**config.mk**
```make
export PLATFORM = sky130hd
export DESIGN_NAME = square_matrix_multiply_flat
export DESIGN_NICKNAME = d
export VERILOG_FILES = /design/src/rtl/smm_pkg.sv /design/src/rtl/smm_if.sv /design/src/rtl/smm_ram.sv /design/src/rtl/smm_cfg.sv /design/src/rtl/smm_ctrl.sv /design/src/rtl/smm_mac.sv /design/src/rtl/square_matrix_multiply.sv /design/src/flat_wrapper.sv
export SDC_FILE = /design/constraint.sdc
export NUM_CORES = 2
export LEC_CHECK = 0
export ABC_AREA = 1
export BUFFER_PORTS_ARGS = -buffer_cell sky130_fd_sc_hd__buf_4
export CAP_MARGIN = 20
export CELL_PAD_IN_SITES_DETAIL_PLACEMENT = 2
export CELL_PAD_IN_SITES_GLOBAL_PLACEMENT = 2
export CORE_MARGIN = 2
export CORE_UTILIZATION = 45
export CTS_CLUSTER_SIZE = 20
export DETAILED_ROUTE_END_ITERATION = 10
export PLACE_DENSITY_LB_ADDON = 0.1
export REMOVE_ABC_BUFFERS = 1
export SYNTH_ARGS = -nofsm -noshare
export SYNTH_HDL_FRONTEND = slang
export SYNTH_SLANG_ARGS = --single-unit
```
**constraint.sdc**
```tcl
create_clock -name clk -period 13 [get_ports clk]
set_input_delay 0.65 -clock clk [delete_from_list [all_inputs] [get_ports clk]]
set_output_delay 0.65 -clock clk [all_outputs]
set_load 0.01 [all_outputs]
```
**src/rtl/smm_pkg.sv**
```systemverilog
// Shared types and constants of the square matrix multiplier.
// No dependencies; imported by every other file of the block except smm_ram.
package smm_pkg;

  // Built defaults of the top level parameters
  localparam int MAX_DIM_DEF    = 8;
  localparam int ELEM_WIDTH_DEF = 16;

  // Fixed field widths
  localparam int OPCODE_W  = 2;
  localparam int IDX_W     = 3;
  localparam int IN_ELEM_W = 16;
  localparam int SUM_W     = 36;
  localparam int SIZE_W    = 4;

  // Opcodes of the input item
  localparam logic [OPCODE_W-1:0] OP_WRITE_A = 2'd0;
  localparam logic [OPCODE_W-1:0] OP_WRITE_B = 2'd1;
  localparam logic [OPCODE_W-1:0] OP_COMPUTE = 2'd2;

  // Configuration register map
  localparam int                  CFG_ADDR_W       = 2;
  localparam int                  CFG_DATA_W       = 32;
  localparam logic [CFG_ADDR_W-1:0] ADDR_MATRIX_SIZE = 2'd0;

  typedef enum logic {
    SEQ_IDLE,
    SEQ_RUN
  } seq_state_t;

  // Control that travels with each operand pair down the MAC pipeline
  typedef struct packed {
    logic             valid;
    logic             first;
    logic             last;
    logic             last_elem;
    logic [IDX_W-1:0] row;
    logic [IDX_W-1:0] col;
  } smm_tag_t;

endpackage

```
**src/rtl/smm_if.sv**
```systemverilog
// Valid/ready channel interfaces for load/compute items and product elements.
// Depends on smm_pkg.
interface smm_in_if import smm_pkg::*; ();
  logic                        valid;
  logic                        ready;
  logic [OPCODE_W-1:0]         opcode;
  logic [IDX_W-1:0]            row_index;
  logic [IDX_W-1:0]            col_index;
  logic signed [IN_ELEM_W-1:0] element_value;

  modport source (output valid, opcode, row_index, col_index, element_value, input ready);
  modport sink   (input valid, opcode, row_index, col_index, element_value, output ready);
endinterface

interface smm_out_if import smm_pkg::*; ();
  logic                    valid;
  logic                    ready;
  logic [IDX_W-1:0]        out_row;
  logic [IDX_W-1:0]        out_col;
  logic signed [SUM_W-1:0] product_value;
  logic                    last_element;

  modport source (output valid, out_row, out_col, product_value, last_element, input ready);
  modport sink   (input valid, out_row, out_col, product_value, last_element, output ready);
endinterface

```
**src/rtl/smm_ram.sv**
```systemverilog
// Generic single-port-write, single-port-read RAM with registered read data.
// No dependencies.
module smm_ram #(
  parameter int WIDTH = 16,
  parameter int DEPTH = 64,
  localparam int AW   = (DEPTH > 1) ? $clog2(DEPTH) : 1
) (
  input  logic             clk,
  input  logic             we,
  input  logic [AW-1:0]    waddr,
  input  logic [WIDTH-1:0] wdata,
  input  logic             re,
  input  logic [AW-1:0]    raddr,
  output logic [WIDTH-1:0] rdata
);

  logic [WIDTH-1:0] mem [DEPTH];

  always_ff @(posedge clk) begin
    if (we) begin
      mem[waddr] <= wdata;
    end
    if (re) begin
      rdata <= mem[raddr];
    end
  end

endmodule

```
**src/rtl/smm_cfg.sv**
```systemverilog
// APB-style configuration register: matrix size, clamped to the usable range.
// Depends on smm_pkg.
module smm_cfg import smm_pkg::*; #(
  parameter int MAX_DIM = MAX_DIM_DEF
) (
  input  logic                  clk,
  input  logic                  rst_n,
  input  logic                  psel,
  input  logic                  penable,
  input  logic                  pwrite,
  input  logic [CFG_ADDR_W-1:0] paddr,
  input  logic [CFG_DATA_W-1:0] pwdata,
  output logic [CFG_DATA_W-1:0] prdata,
  output logic                  pready,
  output logic [SIZE_W-1:0]     n_act
);

  logic [SIZE_W-1:0] size_r;
  logic              size_sel;

  assign size_sel = (paddr == ADDR_MATRIX_SIZE);
  assign pready   = 1'b1;

  always_ff @(posedge clk) begin
    if (!rst_n) begin
      size_r <= SIZE_W'(MAX_DIM);
    end else if (psel && penable && pwrite && size_sel) begin
      size_r <= pwdata[SIZE_W-1:0];
    end
  end

  always_comb begin
    prdata = '0;
    if (size_sel) begin
      prdata = CFG_DATA_W'(size_r);
    end
  end

  // zero acts as one, anything beyond the built size as the built size
  always_comb begin
    if (size_r == '0) begin
      n_act = SIZE_W'(1);
    end else if (size_r > SIZE_W'(MAX_DIM)) begin
      n_act = SIZE_W'(MAX_DIM);
    end else begin
      n_act = size_r;
    end
  end

endmodule

```
**src/rtl/smm_ctrl.sv**
```systemverilog
// Input handling, the two element stores with their valid bits, and the
// i/j/k sequencer that reads one A and one B operand per cycle unless stalled.
// Depends on smm_pkg, smm_if and smm_ram.
module smm_ctrl import smm_pkg::*; #(
  parameter int MAX_DIM    = MAX_DIM_DEF,
  parameter int ELEM_WIDTH = ELEM_WIDTH_DEF
) (
  input  logic                         clk,
  input  logic                         rst_n,
  smm_in_if.sink                       in_ch,
  input  logic [SIZE_W-1:0]            n_act,
  input  logic                         stall,
  input  logic                         mac_busy,
  output smm_tag_t                     tag,
  output logic signed [ELEM_WIDTH-1:0] a_data,
  output logic signed [ELEM_WIDTH-1:0] b_data
);

  localparam int DEPTH  = MAX_DIM * MAX_DIM;
  localparam int ADDR_W = (DEPTH > 1) ? $clog2(DEPTH) : 1;

  seq_state_t       state_r, state_nxt;
  logic [IDX_W-1:0] i_r, i_nxt, j_r, j_nxt, k_r, k_nxt, nm1_r, nm1_nxt;
  logic             issue;
  smm_tag_t         tag1_r, tag1_nxt;
  logic             va1_r, vb1_r;
  logic [DEPTH-1:0] vld_a_r, vld_b_r;

  logic                  in_fire, in_range, load_a, load_b, start;
  logic [ADDR_W-1:0]     wr_addr, a_addr, b_addr;
  logic [ELEM_WIDTH-1:0] wr_data, a_rdata, b_rdata;

  assign in_ch.ready = (state_r == SEQ_IDLE) && !tag1_r.valid && !mac_busy;
  assign in_fire     = in_ch.valid && in_ch.ready;
  assign in_range    = (int'(in_ch.row_index) < MAX_DIM) && (int'(in_ch.col_index) < MAX_DIM);
  assign wr_addr     = ADDR_W'(int'(in_ch.row_index) * MAX_DIM + int'(in_ch.col_index));
  assign wr_data     = ELEM_WIDTH'(in_ch.element_value);

  always_comb begin
    load_a = 1'b0;
    load_b = 1'b0;
    start  = 1'b0;
    unique case (in_ch.opcode)
      OP_WRITE_A: load_a = in_fire && in_range;
      OP_WRITE_B: load_b = in_fire && in_range;
      OP_COMPUTE: start  = in_fire;
      default:    ;
    endcase
  end

  assign a_addr = ADDR_W'(int'(i_r) * MAX_DIM + int'(k_r));
  assign b_addr = ADDR_W'(int'(k_r) * MAX_DIM + int'(j_r));

  smm_ram #(.WIDTH(ELEM_WIDTH), .DEPTH(DEPTH)) u_ram_a (
    .clk   (clk),
    .we    (load_a),
    .waddr (wr_addr),
    .wdata (wr_data),
    .re    (!stall),
    .raddr (a_addr),
    .rdata (a_rdata)
  );

  smm_ram #(.WIDTH(ELEM_WIDTH), .DEPTH(DEPTH)) u_ram_b (
    .clk   (clk),
    .we    (load_b),
    .waddr (wr_addr),
    .wdata (wr_data),
    .re    (!stall),
    .raddr (b_addr),
    .rdata (b_rdata)
  );

  // entries never written read as zero
  always_ff @(posedge clk) begin
    if (!rst_n) begin
      vld_a_r <= '0;
      vld_b_r <= '0;
    end else begin
      if (load_a) begin
        vld_a_r[wr_addr] <= 1'b1;
      end
      if (load_b) begin
        vld_b_r[wr_addr] <= 1'b1;
      end
    end
  end

  always_ff @(posedge clk) begin
    if (!rst_n) begin
      state_r <= SEQ_IDLE;
      i_r     <= '0;
      j_r     <= '0;
      k_r     <= '0;
      nm1_r   <= '0;
    end else begin
      state_r <= state_nxt;
      i_r     <= i_nxt;
      j_r     <= j_nxt;
      k_r     <= k_nxt;
      nm1_r   <= nm1_nxt;
    end
  end

  always_comb begin
    state_nxt = state_r;
    i_nxt     = i_r;
    j_nxt     = j_r;
    k_nxt     = k_r;
    nm1_nxt   = nm1_r;
    issue     = 1'b0;
    unique case (state_r)
      SEQ_IDLE: begin
        if (start) begin
          state_nxt = SEQ_RUN;
          i_nxt     = '0;
          j_nxt     = '0;
          k_nxt     = '0;
          nm1_nxt   = IDX_W'(n_act - SIZE_W'(1));
        end
      end
      SEQ_RUN: begin
        if (!stall) begin
          issue = 1'b1;
          if (k_r == nm1_r) begin
            k_nxt = '0;
            if (j_r == nm1_r) begin
              j_nxt = '0;
              if (i_r == nm1_r) begin
                state_nxt = SEQ_IDLE;
              end else begin
                i_nxt = i_r + IDX_W'(1);
              end
            end else begin
              j_nxt = j_r + IDX_W'(1);
            end
          end else begin
            k_nxt = k_r + IDX_W'(1);
          end
        end
      end
      default: state_nxt = SEQ_IDLE;
    endcase
  end

  // tag stage lines up with the registered RAM read data
  always_comb begin
    tag1_nxt.valid     = issue;
    tag1_nxt.first     = (k_r == '0);
    tag1_nxt.last      = (k_r == nm1_r);
    tag1_nxt.last_elem = (i_r == nm1_r) && (j_r == nm1_r) && (k_r == nm1_r);
    tag1_nxt.row       = i_r;
    tag1_nxt.col       = j_r;
  end

  always_ff @(posedge clk) begin
    if (!rst_n) begin
      tag1_r <= '0;
      va1_r  <= 1'b0;
      vb1_r  <= 1'b0;
    end else if (!stall) begin
      tag1_r <= tag1_nxt;
      va1_r  <= vld_a_r[a_addr];
      vb1_r  <= vld_b_r[b_addr];
    end
  end

  assign tag    = tag1_r;
  assign a_data = va1_r ? a_rdata : '0;
  assign b_data = vb1_r ? b_rdata : '0;

endmodule

```
**src/rtl/smm_mac.sv**
```systemverilog
// Multiply-accumulate pipeline with saturation and the result output register.
// Depends on smm_pkg and smm_if.
module smm_mac import smm_pkg::*; #(
  parameter int ELEM_WIDTH = ELEM_WIDTH_DEF
) (
  input  logic                         clk,
  input  logic                         rst_n,
  input  smm_tag_t                     tag,
  input  logic signed [ELEM_WIDTH-1:0] a_data,
  input  logic signed [ELEM_WIDTH-1:0] b_data,
  output logic                         stall,
  output logic                         mac_busy,
  smm_out_if.source                    out_ch
);

  localparam int PROD_W = 2 * ELEM_WIDTH;
  localparam int ACC_W  = (PROD_W + 3 > SUM_W) ? PROD_W + 3 : SUM_W;
  localparam int HI_W   = ACC_W - SUM_W + 1;

  smm_tag_t                tag2_r;
  logic signed [PROD_W-1:0] prod_r, prod_nxt;
  logic signed [ACC_W-1:0]  acc_r, acc_sum;
  logic [HI_W-1:0]          hi_bits;
  logic [SUM_W-1:0]         sat_val;
  logic                     done;

  logic                    out_valid_r;
  logic [IDX_W-1:0]        out_row_r, out_col_r;
  logic signed [SUM_W-1:0] out_val_r;
  logic                    out_last_r;

  assign stall    = out_valid_r && !out_ch.ready;
  assign mac_busy = tag2_r.valid;
  assign prod_nxt = a_data * b_data;

  always_ff @(posedge clk) begin
    if (!rst_n) begin
      tag2_r <= '0;
    end else if (!stall) begin
      tag2_r <= tag;
    end
  end

  always_ff @(posedge clk) begin
    if (!stall) begin
      prod_r <= prod_nxt;
    end
  end

  always_comb begin
    if (tag2_r.first) begin
      acc_sum = ACC_W'(prod_r);
    end else begin
      acc_sum = acc_r + ACC_W'(prod_r);
    end
  end

  // clamp to the signed 36-bit range when the upper bits are not all sign
  assign hi_bits = acc_sum[ACC_W-1 -: HI_W];
  always_comb begin
    if ((&hi_bits) || !(|hi_bits)) begin
      sat_val = acc_sum[SUM_W-1:0];
    end else if (acc_sum[ACC_W-1]) begin
      sat_val = {1'b1, {(SUM_W-1){1'b0}}};
    end else begin
      sat_val = {1'b0, {(SUM_W-1){1'b1}}};
    end
  end

  assign done = !stall && tag2_r.valid && tag2_r.last;

  always_ff @(posedge clk) begin
    if (!stall && tag2_r.valid) begin
      acc_r <= acc_sum;
    end
  end

  always_ff @(posedge clk) begin
    if (!rst_n) begin
      out_valid_r <= 1'b0;
    end else if (done) begin
      out_valid_r <= 1'b1;
    end else if (out_ch.ready) begin
      out_valid_r <= 1'b0;
    end
  end

  always_ff @(posedge clk) begin
    if (done) begin
      out_row_r  <= tag2_r.row;
      out_col_r  <= tag2_r.col;
      out_val_r  <= sat_val;
      out_last_r <= tag2_r.last_elem;
    end
  end

  assign out_ch.valid         = out_valid_r;
  assign out_ch.out_row       = out_row_r;
  assign out_ch.out_col       = out_col_r;
  assign out_ch.product_value = out_val_r;
  assign out_ch.last_element  = out_last_r;

endmodule

```
**src/rtl/square_matrix_multiply.sv**
```systemverilog
// Square matrix multiplier: two element stores, an i/j/k sequencer and one MAC.
// Depends on smm_pkg, smm_if, smm_ram, smm_cfg, smm_ctrl and smm_mac.
//
// A load item (write A or write B) writes one element of the left or right
// store; a write outside the built size, or opcode 3, is taken and dropped. A
// compute item reads one A and one B element per cycle, unless the output
// stalls, from the two stores and feeds the single multiply-accumulate unit
// (n = matrix_size, clamped to 1..MAX_DIM), emitting the n*n product elements
// in row-major order with last_element set on the final one. The next item is
// taken once the final element has reached the output register; a stalled
// output freezes the whole pipeline. Both stores read as zero after reset
// through per-entry valid bits, so no clearing pass is needed.
module square_matrix_multiply import smm_pkg::*; #(
  parameter int MAX_DIM    = MAX_DIM_DEF,
  parameter int ELEM_WIDTH = ELEM_WIDTH_DEF
) (
  input  logic                  clk,
  input  logic                  rst_n,
  smm_in_if.sink                in_ch,
  smm_out_if.source             out_ch,
  input  logic                  psel,
  input  logic                  penable,
  input  logic                  pwrite,
  input  logic [CFG_ADDR_W-1:0] paddr,
  input  logic [CFG_DATA_W-1:0] pwdata,
  output logic [CFG_DATA_W-1:0] prdata,
  output logic                  pready
);

  logic [SIZE_W-1:0]            n_act;
  logic                         stall;
  logic                         mac_busy;
  smm_tag_t                     tag;
  logic signed [ELEM_WIDTH-1:0] a_data;
  logic signed [ELEM_WIDTH-1:0] b_data;

  smm_cfg #(.MAX_DIM(MAX_DIM)) u_cfg (
    .clk     (clk),
    .rst_n   (rst_n),
    .psel    (psel),
    .penable (penable),
    .pwrite  (pwrite),
    .paddr   (paddr),
    .pwdata  (pwdata),
    .prdata  (prdata),
    .pready  (pready),
    .n_act   (n_act)
  );

  smm_ctrl #(.MAX_DIM(MAX_DIM), .ELEM_WIDTH(ELEM_WIDTH)) u_ctrl (
    .clk      (clk),
    .rst_n    (rst_n),
    .in_ch    (in_ch),
    .n_act    (n_act),
    .stall    (stall),
    .mac_busy (mac_busy),
    .tag      (tag),
    .a_data   (a_data),
    .b_data   (b_data)
  );

  smm_mac #(.ELEM_WIDTH(ELEM_WIDTH)) u_mac (
    .clk      (clk),
    .rst_n    (rst_n),
    .tag      (tag),
    .a_data   (a_data),
    .b_data   (b_data),
    .stall    (stall),
    .mac_busy (mac_busy),
    .out_ch   (out_ch)
  );

endmodule

```
**src/flat_wrapper.sv**
```systemverilog
// flat-port wrapper written by rule: the top's interface ports become plain ports
module square_matrix_multiply_flat import smm_pkg::*;
#(
  parameter int MAX_DIM    = MAX_DIM_DEF,
  parameter int ELEM_WIDTH = ELEM_WIDTH_DEF
)
  (clk, rst_n, psel, penable, pwrite, paddr, pwdata, prdata, pready, in_ch_valid, in_ch_opcode, in_ch_row_index, in_ch_col_index, in_ch_element_value, in_ch_ready, out_ch_valid, out_ch_out_row, out_ch_out_col, out_ch_product_value, out_ch_last_element, out_ch_ready);
  smm_in_if in_ch_i ();
  smm_out_if out_ch_i ();
  input  logic clk;
  input  logic rst_n;
  input  logic psel;
  input  logic penable;
  input  logic pwrite;
  input  logic [CFG_ADDR_W-1:0] paddr;
  input  logic [CFG_DATA_W-1:0] pwdata;
  output logic [CFG_DATA_W-1:0] prdata;
  output logic pready;
  input wire logic [$bits(in_ch_i.valid)-1:0] in_ch_valid;
  input wire logic [$bits(in_ch_i.opcode)-1:0] in_ch_opcode;
  input wire logic [$bits(in_ch_i.row_index)-1:0] in_ch_row_index;
  input wire logic [$bits(in_ch_i.col_index)-1:0] in_ch_col_index;
  input wire logic [$bits(in_ch_i.element_value)-1:0] in_ch_element_value;
  output wire logic [$bits(in_ch_i.ready)-1:0] in_ch_ready;
  output wire logic [$bits(out_ch_i.valid)-1:0] out_ch_valid;
  output wire logic [$bits(out_ch_i.out_row)-1:0] out_ch_out_row;
  output wire logic [$bits(out_ch_i.out_col)-1:0] out_ch_out_col;
  output wire logic [$bits(out_ch_i.product_value)-1:0] out_ch_product_value;
  output wire logic [$bits(out_ch_i.last_element)-1:0] out_ch_last_element;
  input wire logic [$bits(out_ch_i.ready)-1:0] out_ch_ready;
  assign in_ch_i.valid = in_ch_valid;
  assign in_ch_i.opcode = in_ch_opcode;
  assign in_ch_i.row_index = in_ch_row_index;
  assign in_ch_i.col_index = in_ch_col_index;
  assign in_ch_i.element_value = in_ch_element_value;
  assign in_ch_ready = in_ch_i.ready;
  assign out_ch_valid = out_ch_i.valid;
  assign out_ch_out_row = out_ch_i.out_row;
  assign out_ch_out_col = out_ch_i.out_col;
  assign out_ch_product_value = out_ch_i.product_value;
  assign out_ch_last_element = out_ch_i.last_element;
  assign out_ch_i.ready = out_ch_ready;
  square_matrix_multiply #(.MAX_DIM(MAX_DIM), .ELEM_WIDTH(ELEM_WIDTH)) u_core (.clk(clk), .rst_n(rst_n), .in_ch(in_ch_i), .out_ch(out_ch_i), .psel(psel), .penable(penable), .pwrite(pwrite), .paddr(paddr), .pwdata(pwdata), .prdata(prdata), .pready(pready));
endmodule
```
==> reports/results.ini <==
[global_route]
grt_antenna_before_repair=24
grt_pass1_vias=84500
grt_use_met1_pct=42.3
use_met3_pct=4.43
busiest_layer=met2
grt_pass1_wl_mm=571
grt_max_degree=204
grtUsageTotal_pct=32.5
grt_overflow=0
grt_use_met2_pct=55.2

[timing]
final-max-slew-violation-count=0
setup_viol=0
fin_crit_sh_pct=56.4
max_freq_mhz=136
hold_violations=0
relSlewSlack_pct=21.8
rsz0062_at_grt=false
period_needed_ps=7340
timing.final.ws_setup_ps=5660
clock_skew_ps=90.3
tightest_slew_ps=1170

[route]
drt-initial-drc-count=7585
vias_per_cell=5.99
vias=77000
wl_per_cell_um=30.6
drt_wl_total_mm=393
drtPass1Iterations=8
ant_nets=0
drcViolationCount=0

[critical_path]
startpoint_type=flop
r2r_start=u_core.u_ctrl.vb1_r
crit_type=reg2reg
rr_worst_depth=22
end_kind=flop
rrSetupSlack_ps=5660
cp_max_fo=19
crit_arrival_ps=7970
rr_endpoint=u_core.u_mac.prod_r[31]
cp.required_ps=13640

[synthesis]
synth_common_cells=edfxtp_1, nand2_1, nor2_1
synth_top_area_share_pct=62.1
synthCells=9598
synthAdderAreaFrac_pct=6.41
yosys.cell_types.count=40
synth_compound_area_share_pct=8.69
syn_area_mm2=0.106
async_flop_share_pct=0
yosys.area_share.xor_xnor_pct=0.421
synth_mux_area_share_pct=0
yosys.area.top_type=edfxtp_1
synthTopCellsByArea=edfxtp_1, nand2_1, nor2_1, o21ai_0, fa_1
avgSynthCellArea_um2=11.0
ys.flop_type=edfxtp_1
synth-edff-count=2191
synth_top_family_by_area=simple AND/OR/NAND/NOR gates
seq_area_frac_synth_pct=65.2
synth-simple-area-share_pct=14.5
yosysWarningCount=0
yosysMostFrequentCell=edfxtp_1
synth-seq-cells=2359

[power]
power.switching_w=0.00407
switching_share_pct=24.1
p_leak_nw=43.3
clkPwrFrac_pct=43.7
power_density_mw_per_mm2=144
pwr-share-comb_pct=6.8
seq_power_share_pct=49.5
vdd_drop_max_uv=124
intPower_w=0.0128

[placed_design]
dpl_cell_area_mm2=0.109
gp_congestion=0.860
dp_worst_setup_slack_ps=5650
place_hpwl_mm=236
io_buffer_count=85
dp.cells=12400

[flow_run]
max-cap-violations=0

[clocking]
post-cts-setup-buffers=0
cts.path.max_buffers=4
h-tree-depth=5
ctsHoldBuffers=0
cts_tree=built
cts-root-buf=clkbuf_16
cts_resized=0
clock_sinks=2359
insertion_delay_ps=960
cts_buffers=276
clkTransAtPathRegs_ps=60

[hold_path]
holdCritStartpoint=pwdata[0]
hp-class=in2reg
min_path_cells=3
hold_end=u_core.u_cfg.size_r[0]

[cells_and_area]
final_cells=12800
area_growth_pct=10.6
final_area_mm2=0.117
layout.nets=9946
drive_gt1_share_pct=6.98

[die]
die_y_um=489
start_util_pct=45.2
io_pins=143
die_area_mm2=0.239
row_count=178
core_region_area_mm2=0.235
die_x_um=489

[status]
status=finished, final reports clean

worst max path at each step:
stage	start	end	slack (ps)
2_1_floorplan	u_core.u_ctrl.k_r[0]	u_core.u_ctrl.u_ram_a.rdata[0]	-11670
5_1_grt	u_core.u_ctrl.vb1_r	u_core.u_mac.prod_r[31]	5150
4_1_cts	u_core.u_ctrl.vb1_r	u_core.u_mac.prod_r[31]	5620
3_5_place_dp	u_core.u_ctrl.vb1_r	u_core.u_mac.prod_r[31]	5650
3_3_place_gp	u_core.u_ctrl.vb1_r	u_core.u_mac.prod_r[31]	5820
6_report	u_core.u_ctrl.vb1_r	u_core.u_mac.prod_r[31]	5660
routing by layer:
| metal | vias up | routed length [um] |
|---|---|---|
| li1 | 32800 | - |
| met1 | 40800 | 160000 |
| met2 | 2684 | 194000 |
| met3 | 660 | 24000 |
| met4 | 10 | 15000 |
| met5 | - | 64 |
registers in the layout, indices dropped and copies added (netlist names), 3 cells and up:
register / cells
u_core.u_mac.out_ch.out_row: 3
u_core.u_mac.tag2_r: 9
u_core.u_mac.out_ch.product_value: 36
u_core.u_ctrl.u_ram_b.rdata: 16
u_core.u_ctrl.j_r: 3
u_core.u_mac.prod_r: 32
u_core.u_ctrl.k_r: 3
u_core.u_ctrl.vld_b_r: 64
u_core.u_ctrl.tag: 10
u_core.u_ctrl.i_r: 3
u_core.u_ctrl.u_ram_b.mem: 1024
u_core.u_ctrl.u_ram_a.rdata: 16
u_core.u_cfg.size_r: 4
u_core.u_ctrl.nm1_r: 3
u_core.u_ctrl.u_ram_a.mem: 1024
u_core.u_ctrl.vld_a_r: 64
u_core.u_mac.out_ch.out_col: 3
u_core.u_mac.acc_r: 36
worst max-delay path, cell delays in order (launching register included):
cell and delay, ps:
dfxtp_1 690, nand2_1 620, nor2_1 480, inv_1 120, fa_1 620, inv_1 80, fa_1 840, fa_1 530
fa_1 500, fa_1 500, inv_1 50, fa_1 470, inv_1 40, ha_1 370, nand2_1 120, o21ai_0 420
nor2_1 100, nand3_1 200, nand2_1 80, nand2_1 80, inv_1 40, nand2_1 50, nand2_1 50
metrics by stage:
step | hold WS (ps) | TNS, ps | total power, W | utilization [%]
detailed placement | 423 | 0 | 0.00963 | 46.4
global route | 66.8 | 0 | 0.0173 | 50.0
finish | 70.7 | 0 | 0.0169 | 50.0
global placement | 417 | 0 | 0.00955 | 46.4
floorplan | 409 | -432640 | 0.00914 | -
CTS | 12.8 | 0 | 0.0169 | 49.9
power by group through the flow:
stage                     Combinational, W  Clock (W)  Sequential (W)
after global routing               0.00124    0.00768         0.00836
after floorplan                   0.000577          0         0.00856
final                              0.00115    0.00739         0.00836
after CTS                          0.00114    0.00745         0.00836
after detailed placement           0.00111          0         0.00852
after global placement             0.00103          0         0.00852
layout by cell type, fill, tap and decap left out, types with 143 or more instances in the layout:
master,synthesis,final
edfxtp_1,2191,2191
nand2_1,1676,1676
nor2_1,1581,1579
o21ai_0,1072,1072
inv_1,535,531
nand3_1,528,528
o22ai_1,496,496
clkbuf_16,0,283
fa_1,263,263
dfxtp_1,168,161
buf_4,53,143
kinds of logic (layout without fill, tap and decap cells):
kind of cell,Yosys count,in the layout
XOR/XNOR,51,51
other,2,33
flip-flops,2359,2359
AO/OA/AOI/OAI,1704,1704
adder cells (fa/ha/maj),385,385
AND/OR/NAND/NOR,3861,3861
buffers and inverters,1236,1304
cell type report:
class	instances	area (um^2)
multi-input combinational	6030	31900
tap	3150	3940
inverter	668	2570
clock buffer	379	7610
sequential	2359	69200
fill	23400	117000
antenna	4	10.0
timing repair buffer	161	1360
clock inverter	96	676
(Power assumes the default switching activity.)
